==> src/design/hsvhr_pkg.sv <==
// Shared types and constants for the HSV hue rotate / desaturate pipeline.
// No dependencies; imported by every module of the block.
`default_nettype none
package hsvhr_pkg;

   localparam int unsigned PIX_W      = 8;
   localparam int unsigned CFG_W      = 9;
   localparam int unsigned CFG_IDX_W  = 1;
   localparam int unsigned HUE_W      = 15;
   localparam int unsigned Q16_W      = 17;
   localparam int unsigned DIV_STEPS  = 17;
   localparam int unsigned DIV_W      = 25;
   localparam int unsigned HUE_FULL   = 23040;
   localparam int unsigned HUE_SECTOR = 3840;
   localparam int unsigned Q16_ONE    = 65536;
   // floor(2^19 / 15), low side of the reciprocal
   localparam int unsigned RECIP_15   = 34952;

   localparam logic [CFG_W-1:0] HUE_OFFSET_RESET = 9'd120;
   localparam logic [CFG_W-1:0] SAT_GAIN_RESET   = 9'd192;

   localparam logic [CFG_IDX_W-1:0] CFG_HUE_OFFSET = 1'b0;
   localparam logic [CFG_IDX_W-1:0] CFG_SAT_GAIN   = 1'b1;

   localparam logic [1:0] REGION_RED   = 2'd0;
   localparam logic [1:0] REGION_GREEN = 2'd1;
   localparam logic [1:0] REGION_BLUE  = 2'd2;

   typedef struct packed {
      logic [PIX_W-1:0] blue;
      logic [PIX_W-1:0] green;
      logic [PIX_W-1:0] red;
   } pixel_type;

   typedef struct packed {
      logic [PIX_W-1:0] value;
      logic [1:0]       region;
      logic             neg;
   } side_type;

   typedef struct packed {
      logic [23:0]      num_s;
      logic [19:0]      num_h;
      logic [PIX_W-1:0] div_s;
      logic [PIX_W-1:0] div_h;
      side_type         side;
   } div_req_type;

   typedef struct packed {
      logic [Q16_W-1:0] q_s;
      logic [11:0]      q_h;
      logic             rem_nz;
      side_type         side;
   } div_rsp_type;

   // One restoring step: word is {remainder[7:0], numerator/quotient[16:0]}.
   function automatic logic [DIV_W-1:0] div_step(input logic [DIV_W-1:0] w,
                                                 input logic [PIX_W-1:0] d);
      logic [8:0] t;
      logic [8:0] dif;
      logic       ge;
      t   = w[24:16];
      dif = t - {1'b0, d};
      ge  = (t >= {1'b0, d});
      return {(ge ? dif[7:0] : t[7:0]), w[15:0], ge};
   endfunction

endpackage
`default_nettype wire

==> src/design/hsv_hue_rotate_desaturate.sv <==
// Top level of the HSV hue rotate / desaturate pixel pipeline.
// Depends on hsvhr_pkg, hsvhr_front, hsvhr_divpipe and hsvhr_back.
//
// Usage:
//   req_* is the pixel input stream, rsp_* the pixel output stream; one
//   request gives exactly one response, in order.
//   csr_we/csr_index/csr_wdata write hue_offset (index 0, degrees) and
//   saturation_gain (index 1, Q8); write only while the pipeline is empty.
// Pipeline: 1 front stage, 17 divider stages at one quotient bit each and
//   7 back-end stages.
// Throughput: one pixel per cycle while rsp_tready is high; every stage holds
//   a valid bit and fills bubbles independently, so a new request is accepted
//   while finished pixels wait at the output.
// Reset: synchronous; empties the pipeline and loads hue_offset = 120 and
//   saturation_gain = 192.
// Stall: when rsp_tready is low the output holds; upstream stages keep
//   filling until the pipe is full, then req_tready drops.
`default_nettype none
module hsv_hue_rotate_desaturate (
   input  logic        clock,
   input  logic        reset,
   input  logic        req_tvalid,
   output logic        req_tready,
   input  logic [23:0] req_tdata,   // red_in [7:0], green_in [15:8], blue_in [23:16]
   output logic        rsp_tvalid,
   input  logic        rsp_tready,
   output logic [23:0] rsp_tdata,   // red_out [7:0], green_out [15:8], blue_out [23:16]
   input  logic        csr_we,
   input  logic [hsvhr_pkg::CFG_IDX_W-1:0] csr_index,
   input  logic [hsvhr_pkg::CFG_W-1:0]     csr_wdata
);
   import hsvhr_pkg::*;

   logic [CFG_W-1:0] hue_offset_ff;
   logic [CFG_W-1:0] sat_gain_ff;

   logic        front_valid, front_ready;
   div_req_type front_req;
   logic        div_valid, div_ready;
   div_rsp_type div_rsp;
   pixel_type   out_pixel;

   always_ff @(posedge clock) begin
      if (reset) begin
         hue_offset_ff <= HUE_OFFSET_RESET;
         sat_gain_ff   <= SAT_GAIN_RESET;
      end else if (csr_we) begin
         case (csr_index)
            CFG_HUE_OFFSET: hue_offset_ff <= csr_wdata;
            CFG_SAT_GAIN:   sat_gain_ff   <= csr_wdata;
            default: begin
            end
         endcase
      end
   end

   hsvhr_front u_front (
      .clock     (clock),
      .reset     (reset),
      .in_valid  (req_tvalid),
      .in_ready  (req_tready),
      .in_pixel  (pixel_type'(req_tdata)),
      .out_valid (front_valid),
      .out_ready (front_ready),
      .out_req   (front_req)
   );

   hsvhr_divpipe u_divpipe (
      .clock     (clock),
      .reset     (reset),
      .in_valid  (front_valid),
      .in_ready  (front_ready),
      .in_req    (front_req),
      .out_valid (div_valid),
      .out_ready (div_ready),
      .out_rsp   (div_rsp)
   );

   hsvhr_back u_back (
      .clock      (clock),
      .reset      (reset),
      .hue_offset (hue_offset_ff),
      .sat_gain   (sat_gain_ff),
      .in_valid   (div_valid),
      .in_ready   (div_ready),
      .in_rsp     (div_rsp),
      .out_valid  (rsp_tvalid),
      .out_ready  (rsp_tready),
      .out_pixel  (out_pixel)
   );

   assign rsp_tdata = out_pixel;

   // empty output slot means the whole chain can take a request
   a_ready_when_drained: assert property (@(posedge clock) disable iff (reset)
      !rsp_tvalid |-> req_tready)
      else $error("request refused while output stage empty");

   a_hue_write: assert property (@(posedge clock) disable iff (reset)
      csr_we && csr_index == CFG_HUE_OFFSET |=> hue_offset_ff == $past(csr_wdata))
      else $error("hue offset write lost");

   a_gain_write: assert property (@(posedge clock) disable iff (reset)
      csr_we && csr_index == CFG_SAT_GAIN |=> sat_gain_ff == $past(csr_wdata))
      else $error("saturation gain write lost");

endmodule
`default_nettype wire

==> src/design/hsvhr_front.sv <==
// Front stage: max/min, hue region and the two division operands.
// Depends on hsvhr_pkg.
`default_nettype none
module hsvhr_front (
   input  logic                   clock,
   input  logic                   reset,
   input  logic                   in_valid,
   output logic                   in_ready,
   input  hsvhr_pkg::pixel_type   in_pixel,
   output logic                   out_valid,
   input  logic                   out_ready,
   output hsvhr_pkg::div_req_type out_req
);
   import hsvhr_pkg::*;

   logic [PIX_W-1:0] mx;
   logic [PIX_W-1:0] mn;
   logic [PIX_W-1:0] delta;
   logic [PIX_W-1:0] mag8;
   logic [8:0]       diff;
   logic [8:0]       mag;
   logic             en;
   logic             valid_ff;
   div_req_type      req_in;
   div_req_type      req_ff;

   always_comb begin
      mx = in_pixel.red;
      mn = in_pixel.red;
      if (in_pixel.green > mx) mx = in_pixel.green;
      if (in_pixel.blue > mx) mx = in_pixel.blue;
      if (in_pixel.green < mn) mn = in_pixel.green;
      if (in_pixel.blue < mn) mn = in_pixel.blue;
      delta = mx - mn;
      req_in.side.value = mx;
      if (in_pixel.red == mx) begin
         req_in.side.region = REGION_RED;
         diff = {1'b0, in_pixel.green} - {1'b0, in_pixel.blue};
      end else if (in_pixel.green == mx) begin
         req_in.side.region = REGION_GREEN;
         diff = {1'b0, in_pixel.blue} - {1'b0, in_pixel.red};
      end else begin
         req_in.side.region = REGION_BLUE;
         diff = {1'b0, in_pixel.red} - {1'b0, in_pixel.green};
      end
      req_in.side.neg = diff[8];
      mag  = diff[8] ? (~diff + 9'd1) : diff;
      mag8 = mag[7:0];
      // 3840 * |diff| as 4096a - 256a
      req_in.num_h = {mag8, 12'b0} - {4'b0, mag8, 8'b0};
      req_in.num_s = {delta, 16'b0};
      // zero divisors only meet zero numerators: divide by one instead
      req_in.div_s = (mx == '0) ? 8'd1 : mx;
      req_in.div_h = (delta == '0) ? 8'd1 : delta;
   end

   assign en        = !valid_ff || out_ready;
   assign in_ready  = en;
   assign out_valid = valid_ff;
   assign out_req   = req_ff;

   always_ff @(posedge clock) begin
      if (reset) begin
         valid_ff <= 1'b0;
      end else if (en) begin
         valid_ff <= in_valid;
      end
   end

   always_ff @(posedge clock) begin
      if (en && in_valid) begin
         req_ff <= req_in;
      end
   end

endmodule
`default_nettype wire

==> src/design/hsvhr_divpipe.sv <==
// Pipelined restoring dividers for saturation and hue, one quotient bit per stage.
// Depends on hsvhr_pkg.
`default_nettype none
module hsvhr_divpipe (
   input  logic                   clock,
   input  logic                   reset,
   input  logic                   in_valid,
   output logic                   in_ready,
   input  hsvhr_pkg::div_req_type in_req,
   output logic                   out_valid,
   input  logic                   out_ready,
   output hsvhr_pkg::div_rsp_type out_rsp
);
   import hsvhr_pkg::*;

   localparam int unsigned LAST = DIV_STEPS - 1;

   logic [DIV_STEPS-1:0] valid_ff;
   logic [DIV_STEPS-1:0] en;
   logic [DIV_W-1:0]     ws_ff [DIV_STEPS];
   logic [DIV_W-1:0]     wh_ff [DIV_STEPS];
   logic [PIX_W-1:0]     ds_ff [DIV_STEPS];
   logic [PIX_W-1:0]     dh_ff [DIV_STEPS];
   side_type             side_ff [DIV_STEPS];

   genvar k;
   generate
      for (k = 0; k < DIV_STEPS; k++) begin : g_stage
         logic [DIV_W-1:0] ws_src;
         logic [DIV_W-1:0] wh_src;
         logic [PIX_W-1:0] ds_src;
         logic [PIX_W-1:0] dh_src;
         side_type         side_src;
         logic             valid_src;

         if (k == 0) begin : g_first
            assign ws_src    = {1'b0, in_req.num_s[23:17], in_req.num_s[16:0]};
            assign wh_src    = {5'b0, in_req.num_h[19:17], in_req.num_h[16:0]};
            assign ds_src    = in_req.div_s;
            assign dh_src    = in_req.div_h;
            assign side_src  = in_req.side;
            assign valid_src = in_valid;
         end else begin : g_next
            assign ws_src    = ws_ff[k-1];
            assign wh_src    = wh_ff[k-1];
            assign ds_src    = ds_ff[k-1];
            assign dh_src    = dh_ff[k-1];
            assign side_src  = side_ff[k-1];
            assign valid_src = valid_ff[k-1];
         end

         if (k == LAST) begin : g_en_last
            assign en[k] = !valid_ff[k] || out_ready;
         end else begin : g_en_mid
            assign en[k] = !valid_ff[k] || en[k+1];
         end

         always_ff @(posedge clock) begin
            if (reset) begin
               valid_ff[k] <= 1'b0;
            end else if (en[k]) begin
               valid_ff[k] <= valid_src;
            end
         end

         always_ff @(posedge clock) begin
            if (en[k] && valid_src) begin
               ws_ff[k]   <= div_step(ws_src, ds_src);
               wh_ff[k]   <= div_step(wh_src, dh_src);
               ds_ff[k]   <= ds_src;
               dh_ff[k]   <= dh_src;
               side_ff[k] <= side_src;
            end
         end
      end
   endgenerate

   assign in_ready       = en[0];
   assign out_valid      = valid_ff[LAST];
   assign out_rsp.q_s    = ws_ff[LAST][16:0];
   assign out_rsp.q_h    = wh_ff[LAST][11:0];
   assign out_rsp.rem_nz = (wh_ff[LAST][24:17] != '0);
   assign out_rsp.side   = side_ff[LAST];

endmodule
`default_nettype wire

==> src/design/hsvhr_back.sv <==
// Back end: hue rotation, saturation gain, sector split and HSV to RGB.
// Seven register stages; depends on hsvhr_pkg.
`default_nettype none
module hsvhr_back (
   input  logic                   clock,
   input  logic                   reset,
   input  logic [8:0]             hue_offset,
   input  logic [8:0]             sat_gain,
   input  logic                   in_valid,
   output logic                   in_ready,
   input  hsvhr_pkg::div_rsp_type in_rsp,
   output logic                   out_valid,
   input  logic                   out_ready,
   output hsvhr_pkg::pixel_type   out_pixel
);
   import hsvhr_pkg::*;

   localparam int unsigned NSTG = 7;

   logic [NSTG-1:0] valid_ff;
   logic [NSTG-1:0] en;
   logic [NSTG-1:0] valid_src;

   // stage 1: signed hue, offset add, saturation product
   logic [15:0]      hsum1_in, hsum1_ff;
   logic [25:0]      sp1_in, sp1_ff;
   logic [PIX_W-1:0] v1_ff;
   // stage 2: hue wrap, saturation clamp
   logic [HUE_W-1:0] h2_in, h2_ff;
   logic [Q16_W-1:0] s2_in, s2_ff;
   logic [PIX_W-1:0] v2_ff;
   // stage 3: sector and remainder
   logic [2:0]       sec3_in, sec3_ff;
   logic [11:0]      rem3_in, rem3_ff;
   logic [Q16_W-1:0] s3_ff;
   logic [PIX_W-1:0] v3_ff;
   // stage 4: reciprocal estimate of the fraction
   logic [15:0]      q4_in, q4_ff;
   logic [11:0]      rem4_ff;
   logic [2:0]       sec4_ff;
   logic [Q16_W-1:0] s4_ff;
   logic [PIX_W-1:0] v4_ff;
   // stage 5: fraction correction
   logic [15:0]      f5_in, f5_ff;
   logic [2:0]       sec5_ff;
   logic [Q16_W-1:0] s5_ff;
   logic [PIX_W-1:0] v5_ff;
   // stage 6: factors
   logic [Q16_W-1:0] pf6_in, pf6_ff, qf6_in, qf6_ff, tf6_in, tf6_ff;
   logic [2:0]       sec6_ff;
   logic [PIX_W-1:0] v6_ff;
   // stage 7: output pixel
   pixel_type        pix7_in, pix7_ff;

   logic [HUE_W-1:0] q_ext, q_up, h_base;
   logic [17:0]      sat;
   logic [HUE_W-1:0] sec_base;
   logic [35:0]      recip_prod;
   logic [19:0]      x5, q15, r5;
   logic [33:0]      pq, pt;
   logic [24:0]      pc, qc, tc;

   always_comb begin
      en[NSTG-1] = !valid_ff[NSTG-1] || out_ready;
      for (int i = NSTG - 2; i >= 0; i--) begin
         en[i] = !valid_ff[i] || en[i+1];
      end
      valid_src = {valid_ff[NSTG-2:0], in_valid};
   end

   assign in_ready  = en[0];
   assign out_valid = valid_ff[NSTG-1];
   assign out_pixel = pix7_ff;

   always_ff @(posedge clock) begin
      if (reset) begin
         valid_ff <= '0;
      end else begin
         for (int i = 0; i < NSTG; i++) begin
            if (en[i]) valid_ff[i] <= valid_src[i];
         end
      end
   end

   // stage 1
   always_comb begin
      q_ext = {3'b0, in_rsp.q_h};
      q_up  = q_ext + {14'b0, in_rsp.rem_nz};
      case (in_rsp.side.region)
         REGION_RED: begin
            h_base = in_rsp.side.neg ? (15'(HUE_FULL) - q_up) : q_ext;
         end
         REGION_GREEN: begin
            h_base = in_rsp.side.neg ? (15'(2 * HUE_SECTOR) - q_up)
                                     : (15'(2 * HUE_SECTOR) + q_ext);
         end
         default: begin
            h_base = in_rsp.side.neg ? (15'(4 * HUE_SECTOR) - q_up)
                                     : (15'(4 * HUE_SECTOR) + q_ext);
         end
      endcase
      hsum1_in = {1'b0, h_base} + {1'b0, hue_offset, 6'b0};
      sp1_in   = {9'b0, in_rsp.q_s} * {17'b0, sat_gain};
   end

   always_ff @(posedge clock) begin
      if (en[0] && valid_src[0]) begin
         hsum1_ff <= hsum1_in;
         sp1_ff   <= sp1_in;
         v1_ff    <= in_rsp.side.value;
      end
   end

   // stage 2: sum stays below three turns
   always_comb begin
      if (hsum1_ff >= 16'(2 * HUE_FULL)) begin
         h2_in = 15'(hsum1_ff - 16'(2 * HUE_FULL));
      end else if (hsum1_ff >= 16'(HUE_FULL)) begin
         h2_in = 15'(hsum1_ff - 16'(HUE_FULL));
      end else begin
         h2_in = hsum1_ff[HUE_W-1:0];
      end
      sat   = sp1_ff[25:8];
      s2_in = (sat > 18'(Q16_ONE)) ? 17'(Q16_ONE) : sat[16:0];
   end

   always_ff @(posedge clock) begin
      if (en[1] && valid_src[1]) begin
         h2_ff <= h2_in;
         s2_ff <= s2_in;
         v2_ff <= v1_ff;
      end
   end

   // stage 3
   always_comb begin
      sec3_in  = '0;
      sec_base = '0;
      for (int k = 1; k < 6; k++) begin
         if (h2_ff >= 15'(k * HUE_SECTOR)) begin
            sec3_in  = 3'(k);
            sec_base = 15'(k * HUE_SECTOR);
         end
      end
      rem3_in = 12'(h2_ff - sec_base);
   end

   always_ff @(posedge clock) begin
      if (en[2] && valid_src[2]) begin
         sec3_ff <= sec3_in;
         rem3_ff <= rem3_in;
         s3_ff   <= s2_ff;
         v3_ff   <= v2_ff;
      end
   end

   // stage 4: rem*256/15 estimate, low by at most one
   always_comb begin
      recip_prod = {16'b0, rem3_ff, 8'b0} * 36'(RECIP_15);
      q4_in      = recip_prod[34:19];
   end

   always_ff @(posedge clock) begin
      if (en[3] && valid_src[3]) begin
         q4_ff   <= q4_in;
         rem4_ff <= rem3_ff;
         sec4_ff <= sec3_ff;
         s4_ff   <= s3_ff;
         v4_ff   <= v3_ff;
      end
   end

   // stage 5
   always_comb begin
      x5    = {rem4_ff, 8'b0};
      q15   = {q4_ff, 4'b0} - {4'b0, q4_ff};
      r5    = x5 - q15;
      f5_in = (r5 >= 20'd15) ? (q4_ff + 16'd1) : q4_ff;
   end

   always_ff @(posedge clock) begin
      if (en[4] && valid_src[4]) begin
         f5_ff   <= f5_in;
         sec5_ff <= sec4_ff;
         s5_ff   <= s4_ff;
         v5_ff   <= v4_ff;
      end
   end

   // stage 6
   always_comb begin
      pq     = 34'(s5_ff) * 34'(f5_ff);
      pt     = 34'(s5_ff) * 34'(17'(Q16_ONE) - {1'b0, f5_ff});
      pf6_in = 17'(Q16_ONE) - s5_ff;
      qf6_in = 17'(Q16_ONE) - pq[32:16];
      tf6_in = 17'(Q16_ONE) - pt[32:16];
   end

   always_ff @(posedge clock) begin
      if (en[5] && valid_src[5]) begin
         pf6_ff  <= pf6_in;
         qf6_ff  <= qf6_in;
         tf6_ff  <= tf6_in;
         sec6_ff <= sec5_ff;
         v6_ff   <= v5_ff;
      end
   end

   // stage 7: zero saturation gives unity factors, hence grey
   always_comb begin
      pc = 25'(v6_ff) * 25'(pf6_ff);
      qc = 25'(v6_ff) * 25'(qf6_ff);
      tc = 25'(v6_ff) * 25'(tf6_ff);
      case (sec6_ff)
         3'd0: begin
            pix7_in.red = v6_ff; pix7_in.green = tc[23:16]; pix7_in.blue = pc[23:16];
         end
         3'd1: begin
            pix7_in.red = qc[23:16]; pix7_in.green = v6_ff; pix7_in.blue = pc[23:16];
         end
         3'd2: begin
            pix7_in.red = pc[23:16]; pix7_in.green = v6_ff; pix7_in.blue = tc[23:16];
         end
         3'd3: begin
            pix7_in.red = pc[23:16]; pix7_in.green = qc[23:16]; pix7_in.blue = v6_ff;
         end
         3'd4: begin
            pix7_in.red = tc[23:16]; pix7_in.green = pc[23:16]; pix7_in.blue = v6_ff;
         end
         default: begin
            pix7_in.red = v6_ff; pix7_in.green = pc[23:16]; pix7_in.blue = qc[23:16];
         end
      endcase
   end

   always_ff @(posedge clock) begin
      if (en[6] && valid_src[6]) begin
         pix7_ff <= pix7_in;
      end
   end

endmodule
`default_nettype wire
==> config.mk <==
export PLATFORM = sky130hd
export DESIGN_NAME = hsv_hue_rotate_desaturate
export DESIGN_NICKNAME = d
export VERILOG_FILES = /design/src/design/hsvhr_pkg.sv /design/src/design/hsv_hue_rotate_desaturate.sv /design/src/design/hsvhr_front.sv /design/src/design/hsvhr_divpipe.sv /design/src/design/hsvhr_back.sv
export SDC_FILE = /design/constraint.sdc
export NUM_CORES = 2
export LEC_CHECK = 0
export ABC_AREA = 1
export BUFFER_PORTS_ARGS = -buffer_cell sky130_fd_sc_hd__buf_2
export CAP_MARGIN = 10
export CORE_ASPECT_RATIO = 0.6
export CORE_MARGIN = 3
export CORE_UTILIZATION = 55
export CTS_BUF_LIST = sky130_fd_sc_hd__clkbuf_8
export DETAILED_ROUTE_END_ITERATION = 7
export PLACE_DENSITY = 0.71
export SYNTH_ARGS = -nofsm -noshare
export SYNTH_HDL_FRONTEND = slang
export SYNTH_SLANG_ARGS = --single-unit
export TNS_END_PERCENT = 5
==> constraint.sdc <==
create_clock -name clock -period 25.1 [get_ports clock]
set_input_delay 1.255 -clock clock [delete_from_list [all_inputs] [get_ports clock]]
set_output_delay 1.255 -clock clock [all_outputs]
set_load 0.05 [all_outputs]
## Yosys cells after proc, flatten, opt, wreduce, memory -nomap -nowiden

Memories as Yosys holds them, arrays and structs flattened.
Cells that the tools add are included.

| storage, ports and cells | value |
|---|---|
| memories | 5 |
| input port bits | 39 |
| word-level logic and storage cells | 363 |
| latch bits | 0 |
| register bits after elaboration | 414 |
| ROM bits | 0 |
| RAM bits | 1309 |
| output and inout bits | 26 |

Memories:

| memory | depth | width | read ports | clocked after memory_dff | wr ports | RTL line | RTL |
|---|---|---|---|---|---|---|---|
| u_divpipe.wh_ff | 17 | 25 | 17 | 0 | 17 | hsvhr_divpipe.sv:21 | `logic [DIV_W-1:0] wh_ff [DIV_STEPS];` |
| u_divpipe.ws_ff | 17 | 25 | 17 | 0 | 17 | hsvhr_divpipe.sv:20 | `logic [DIV_W-1:0] ws_ff [DIV_STEPS];` |
| u_divpipe.side_ff | 17 | 11 | 17 | 0 | 17 | hsvhr_divpipe.sv:24 | `side_type side_ff [DIV_STEPS];` |
| u_divpipe.dh_ff | 17 | 8 | 16 | 0 | 17 | hsvhr_divpipe.sv:23 | `logic [PIX_W-1:0] dh_ff [DIV_STEPS];` |
| u_divpipe.ds_ff | 17 | 8 | 16 | 0 | 17 | hsvhr_divpipe.sv:22 | `logic [PIX_W-1:0] ds_ff [DIV_STEPS];` |

| cells by class | value |
|---|---|
| bitwise operators | 2 |
| equal/unequal tests | 7 |
| reduce and logical (&&, ||, !) cells | 83 |
| order comparisons | 47 |
| div/mod/pow operators | 0 |
| shift-type cells | 0 |
| $add $sub $neg | 57 |
| multiply operators | 7 |
| mux-type cells | 93 |

Operators with widths:

| cell | number |
|---|---|
| 2-to-1 mux 8 bit | 39 |
| >= comparator 9 x 8 -> 1 bit | 32 |
| subtractor 8 bit | 34 |
| one-hot mux 24 bit (5 select lines) | 1 |
| 2-to-1 mux 15 bit | 5 |
| multiplier 8 x 17 -> 24 bit | 3 |
| 2-to-1 mux 12 bit | 5 |
| subtractor 17 bit (first input constant) | 3 |
| subtractor 20 x 16 -> 20 bit | 2 |
| 2-to-1 mux 1 bit | 36 |
| multiplier 17 x 34 -> 33 bit | 1 |
| multiplier 17 x 16 -> 33 bit | 1 |
| >= comparator 15 x 14 -> 1 bit (second input constant) | 2 |
| one-hot mux 15 bit (2 select lines) | 1 |
| subtractor 8 x 8 -> 9 bit | 3 |
| multiplier 17 x 9 -> 26 bit | 1 |
| logical AND 1 bit | 25 |
| zero test 1 bit | 25 |
| logical OR 1 bit | 25 |
| multiplier 12 x 13 -> 24 bit (second input constant) | 1 |
| >= comparator 20 x 4 -> 1 bit (second input constant) | 1 |
| subtractor 20 bit | 1 |
| > comparator 18 x 17 -> 1 bit (second input constant) | 1 |
| 2-to-1 mux 9 bit | 2 |
| other kinds (38) | 46 |

## Longest topological paths before layout

| depth | value |
|---|---|
| word-level depth | 28 |
| depth in mapped cells | 49 |
| gate-level depth less buffers | 47 |

## Hierarchy

A second synthesis with hierarchy kept.

| second synthesis, totals | value |
|---|---|
| cell total of the unflattened synthesis | 11441 |
| area, all modules | 111232.9 um^2 |

By module, submodules not included:

| module | seq. area each (um^2) | cells an instance | times used | area an instance (um^2) |
|---|---|---|---|---|
| hsvhr_back | 9389.0 | 6912 | 1 | 54069.4 |
| hsvhr_divpipe | 36675.2 | 3750 | 1 | 51301.7 |
| hsvhr_front | 1431.4 | 688 | 1 | 5192.5 |
| hsv_hue_rotate_desaturate | 360.3 | 91 | 1 | 669.4 |

## Least setup slack after synthesis

Ideal clock, no wire load.

| timing path | value |
|---|---|
| path type | flip-flop to flip-flop |
| from | reg u_back.f5_ff[1] |
| to | reg u_back.tf6_ff[16], data pin |
| setup time | 0.252 ns |
| data required time | 24.848 ns |
| setup slack | 16.973 ns |
| stages on the path, launching flop included | 48 |
| data arrival time | 7.875 ns |
| clock period less this slack | 8.127 ns |
| buffers on the path | 3 |
| cell sequence | edfxtp_1 -> clkbuf_1 -> clkbuf_1 -> inv_1 -> ha_1 -> nand2_1 -> nor2_1 -> nand2_1 -> nor2_1 -> inv_1 -> nor2_1 -> nand3_1 -> nor2_1 -> inv_1 -> nor2_1 -> nand2_1 -> nor3_1 -> inv_1 -> [... 12 more ...] -> fa_1 -> inv_1 -> ha_1 -> nand2_1 -> nor2_1 -> nand2_1 -> o211ai_1 -> nand3_1 -> nand2_1 -> a31oi_1 -> o21ai_0 -> xor2_1 -> inv_1 -> nor3_1 -> and2_1 -> nand2_1 -> nand2_1 -> nand2_1 |

| between the ends | value |
|---|---|
| cells in the longest elaborated chain, start to end | 3 |

Ends and longest elaborated chain:

| what | RTL line | RTL |
|---|---|---|
| start, declared | hsvhr_back.sv:44 | `logic [15:0] f5_in, f5_ff;` |
| start signal, assigned | hsvhr_back.sv:183 | `f5_ff <= f5_in;` |
| subtractor 17 x 16 -> 18 bit | hsvhr_back.sv:193 | `pt = 34'(s5_ff) * 34'(17'(Q16_ONE) - {1'b0, f5_ff});` |
| multiplier 17 x 34 -> 33 bit | hsvhr_back.sv:193 |  |
| subtractor 17 bit | hsvhr_back.sv:196 | `tf6_in = 17'(Q16_ONE) - pt[32:16];` |
| net u_back.tf6_in[16] | hsvhr_back.sv:49 | `logic [Q16_W-1:0] pf6_in, pf6_ff, qf6_in, qf6_ff, tf6_in, tf6_ff;` |
| end signal, assigned | hsvhr_back.sv:203 | `tf6_ff <= tf6_in;` |
| end, declared | hsvhr_back.sv:49 |  |

The timed path passes the listed nets, and every way through them passes these cells.
A chain may end at the register's enable or synchronous reset.

## Worst setup path after layout

Same ends and word-level chain as after synthesis.

==> flow_summary.yaml <==
status:
  status: "completed"
global_route:
  grt_pass1_wl_mm: 350.6
  grt_use_total_pct: 23.70
  first_global_vias: 66960
  grt_max_degree: 71
  antenna_found_initial: 4
  grt-ovfl-total: 0
placement:
  place_hpwl_mm: 161.2
  dp_slack_ps: 15830
  port_buffers: 64
  gp_congestion: 0.9185
power:
  power_switching_mw: 1.292
  seqPwrFrac_pct: 52.8
  clkPwrFrac_pct: 35.3
  ir_worst_vdd_mv: 0.06951
  p_per_area_nw_per_um2: 47.55
  power.leakage_nw: 48.36
  swShare_pct: 26.05
  intPower_mw: 3.667
  power_frac_comb_pct: 11.9
yosys:
  synth_nets: 11360
  yosys.area.top_type_share_pct: 40.88
  ys_seq_elements: 1372
  synth.yosys.seq_area_share_pct: 41.76
  async_flop_share_pct: 0
  avgSynthCellArea_sq_um: 10.08
  netlist_area_sq_um: 97620
  synth_edf_count: 1329
  synthTopCellsByArea: "edfxtp_1 (41%), fa_1 (17%), ha_1 (10%)"
  yosys.area.top_type: "edfxtp_1"
  synth_ff_type: "edfxtp_1"
  synth_cell_types: 68
  synth_common_cells: "inv_1 (2041), nand2_1 (1822), edfxtp_1 (1329)"
  synth_most_common_cell: "inv_1"
  synthCells: 9686
  ys_warn_count: 0
die:
  rows: 119
  core_sq_um: 175800
  fp.dieW_um: 549.9
  initial_core_util_pct: 55.52
  die_area_sq_um: 182700
  io-pin-count: 65
  die_y_um: 332.3
worst_setup_path:
  r2r-end: "u_back.tf6_ff[16]"
  worst_path_max_delay_cell: "edfxtp_1"
  crit_type: "flop to flop"
  crit_top_cell: "nand2_1"
  critPathRequiredTime_ps: 25760
  worst_r2r_path_depth: 44
  endpoint_kind: "flop"
  critPathBufInv: 9
  slowest_delay_ps: 720
  r2r_start: "u_back.f5_ff[1]"
  rrSetupSlack_ps: 15670
  arrival_ps: 10100
  critPathMaxFanout: 18
  cp_top_family: "adder cells"
  crit_start: "u_back.f5_ff[1]"
  cp-start-kind: "flop"
drt:
  antenna_left: 0
  wl_per_cell_um: 17.27
  drc: 0
  vias: 65010
  via_per_inst: 5.298
  drt_iter0_markers: 5429
  first_pass_iters: 6
  drt-total-wl_mm: 211.9
timing:
  period_share_pct: 37.58
  skew_ps: 74.44
  tightest_slew_ps: 1138
  period_needed_ps: 9434
  rsz0062_at_grt: "no"
  slew_viol_final: 0
  setup_tns_ps: 0
  max_freq_mhz: 106.0
  worst_slack_ps: 15670
  slew_headroom_pct: 24.13
  setup_violations: 0
  hold_ws_ps: 365.0
  finalHoldViolations: 0
layout:
  multi_input_area_sq_um: 48080
  nets: 11410
  seq_area_sq_um: 40770
  syn_to_final_growth_pct: 6.837
  drive_gt1_share_pct: 5.621
  nFillCells: 14340
worst_hold_path:
  hold_class: "flop to flop"
  min_to: "u_back.v3_ff[0]"
  min-delay-start: "u_back.v2_ff[0]"
  whs_path_depth: 0
clock_tree:
  clk_latency_ps: 920
  cts-root-buf: "clkbuf_8"
  htreeDepth: 4
  clockBufferDepth: 3
  cts_inserted_buffers: 199
  postCtsResizedCells: 0
  clock_sinks: 1372
  clkSlewWorstSetupHoldPaths_ps: 70
  cts_tree: "done"
  cts_post_setup_buffers_inserted: 0
  cts_hold_buf: 0
job:
  max-cap-violations: 0
worst max-delay path by stage:
| stage | to | slack, ps | cells after the start |
|---|---|---|---|
| CTS | u_back.tf6_ff[16] | 15800 | 44 |
| global placement | u_back.tf6_ff[16] | 15920 | 44 |
| finish | u_back.tf6_ff[16] | 15670 | 44 |
| detailed placement | u_back.tf6_ff[16] | 15830 | 44 |
| global route | u_back.tf6_ff[16] | 14840 | 44 |
| floorplan | u_back.tf6_ff[16] | 16970 | 47 |
metal layers:
metal	track usage, %	vias to the layer above	part of all wire [%]
li1	-	30920	-
met1	36.19	31650	48
met2	35.25	2109	43
met3	4.415	322	7.2
met4	5.493	2	2.0
met5	0	-	0.0061
power by group through the flow:
stage,Sequential (mW),Combinational [mW],Clock (mW)
after floorplan,2.65,0.457,0
after global placement,2.66,0.562,0
after detailed placement,2.67,0.585,0
after CTS,2.62,0.589,1.80
after global routing,2.62,0.670,1.90
final,2.62,0.591,1.75
sequential cells by signal, indices dropped and copies added, names as in the netlist, 17 cells and up:
signal             count
u_divpipe.ws_ff      281
u_divpipe.wh_ff      250
u_divpipe.side_ff    187
u_divpipe.dh_ff      128
u_divpipe.ds_ff      128
u_front.out_req       47
u_back.out_pixel      24
u_back.sp1_ff         18
u_back.pf6_ff         17
u_back.qf6_ff         17
u_back.s2_ff          17
u_back.s3_ff          17
u_back.s4_ff          17
u_back.s5_ff          17
u_back.tf6_ff         17
stage by stage:
step           std cells  area [sq um]  utilization (%)  power [mW]
2_1_floorplan       9686         97620                -       3.103
5_1_grt            12270        104300            59.31       5.195
3_5_place_dp       11900        100400            57.07       3.251
4_1_cts            12270        104200            59.28       5.010
3_3_place_gp       11900        100400            57.07       3.226
6_report           12270        104300            59.31       4.959
layout by cell type, fill, tap and decap left out, types with 210 or more instances in the layout:
cell type,netlist,layout
inv_1,2041,2081
clkbuf_8,0,210
a21oi_1,417,411
nand2_1,1822,1822
edfxtp_1,1329,1329
o21ai_0,340,340
xor2_1,271,271
ha_1,779,779
nor2_1,661,654
fa_1,851,851
kinds of logic after synthesis:
logic type                 count (synthesis)  share of synthesized area [%]
DFF                                     1372                          41.76
xor gates and xnor gates                 390                          3.507
adders and majority gates               1630                          27.44
AOI/OAI and AO/OA                        974                          5.522
buffers and inverters                   2340                          9.119
muxes                                      1                        0.01153
and+or+nand+nor                         2979                          12.64
cell type report:
cell class,count,area share [%]
inverter,2061,7.418
timing repair buffer,134,0.8302
sequential,1372,39.09
clock buffer,210,2.771
multi-input combinational,5974,46.10
clock inverter,158,0.9561
tap,2359,2.830
antenna,2,0.004799
Note: power is estimated with default switching activity, not from simulation.
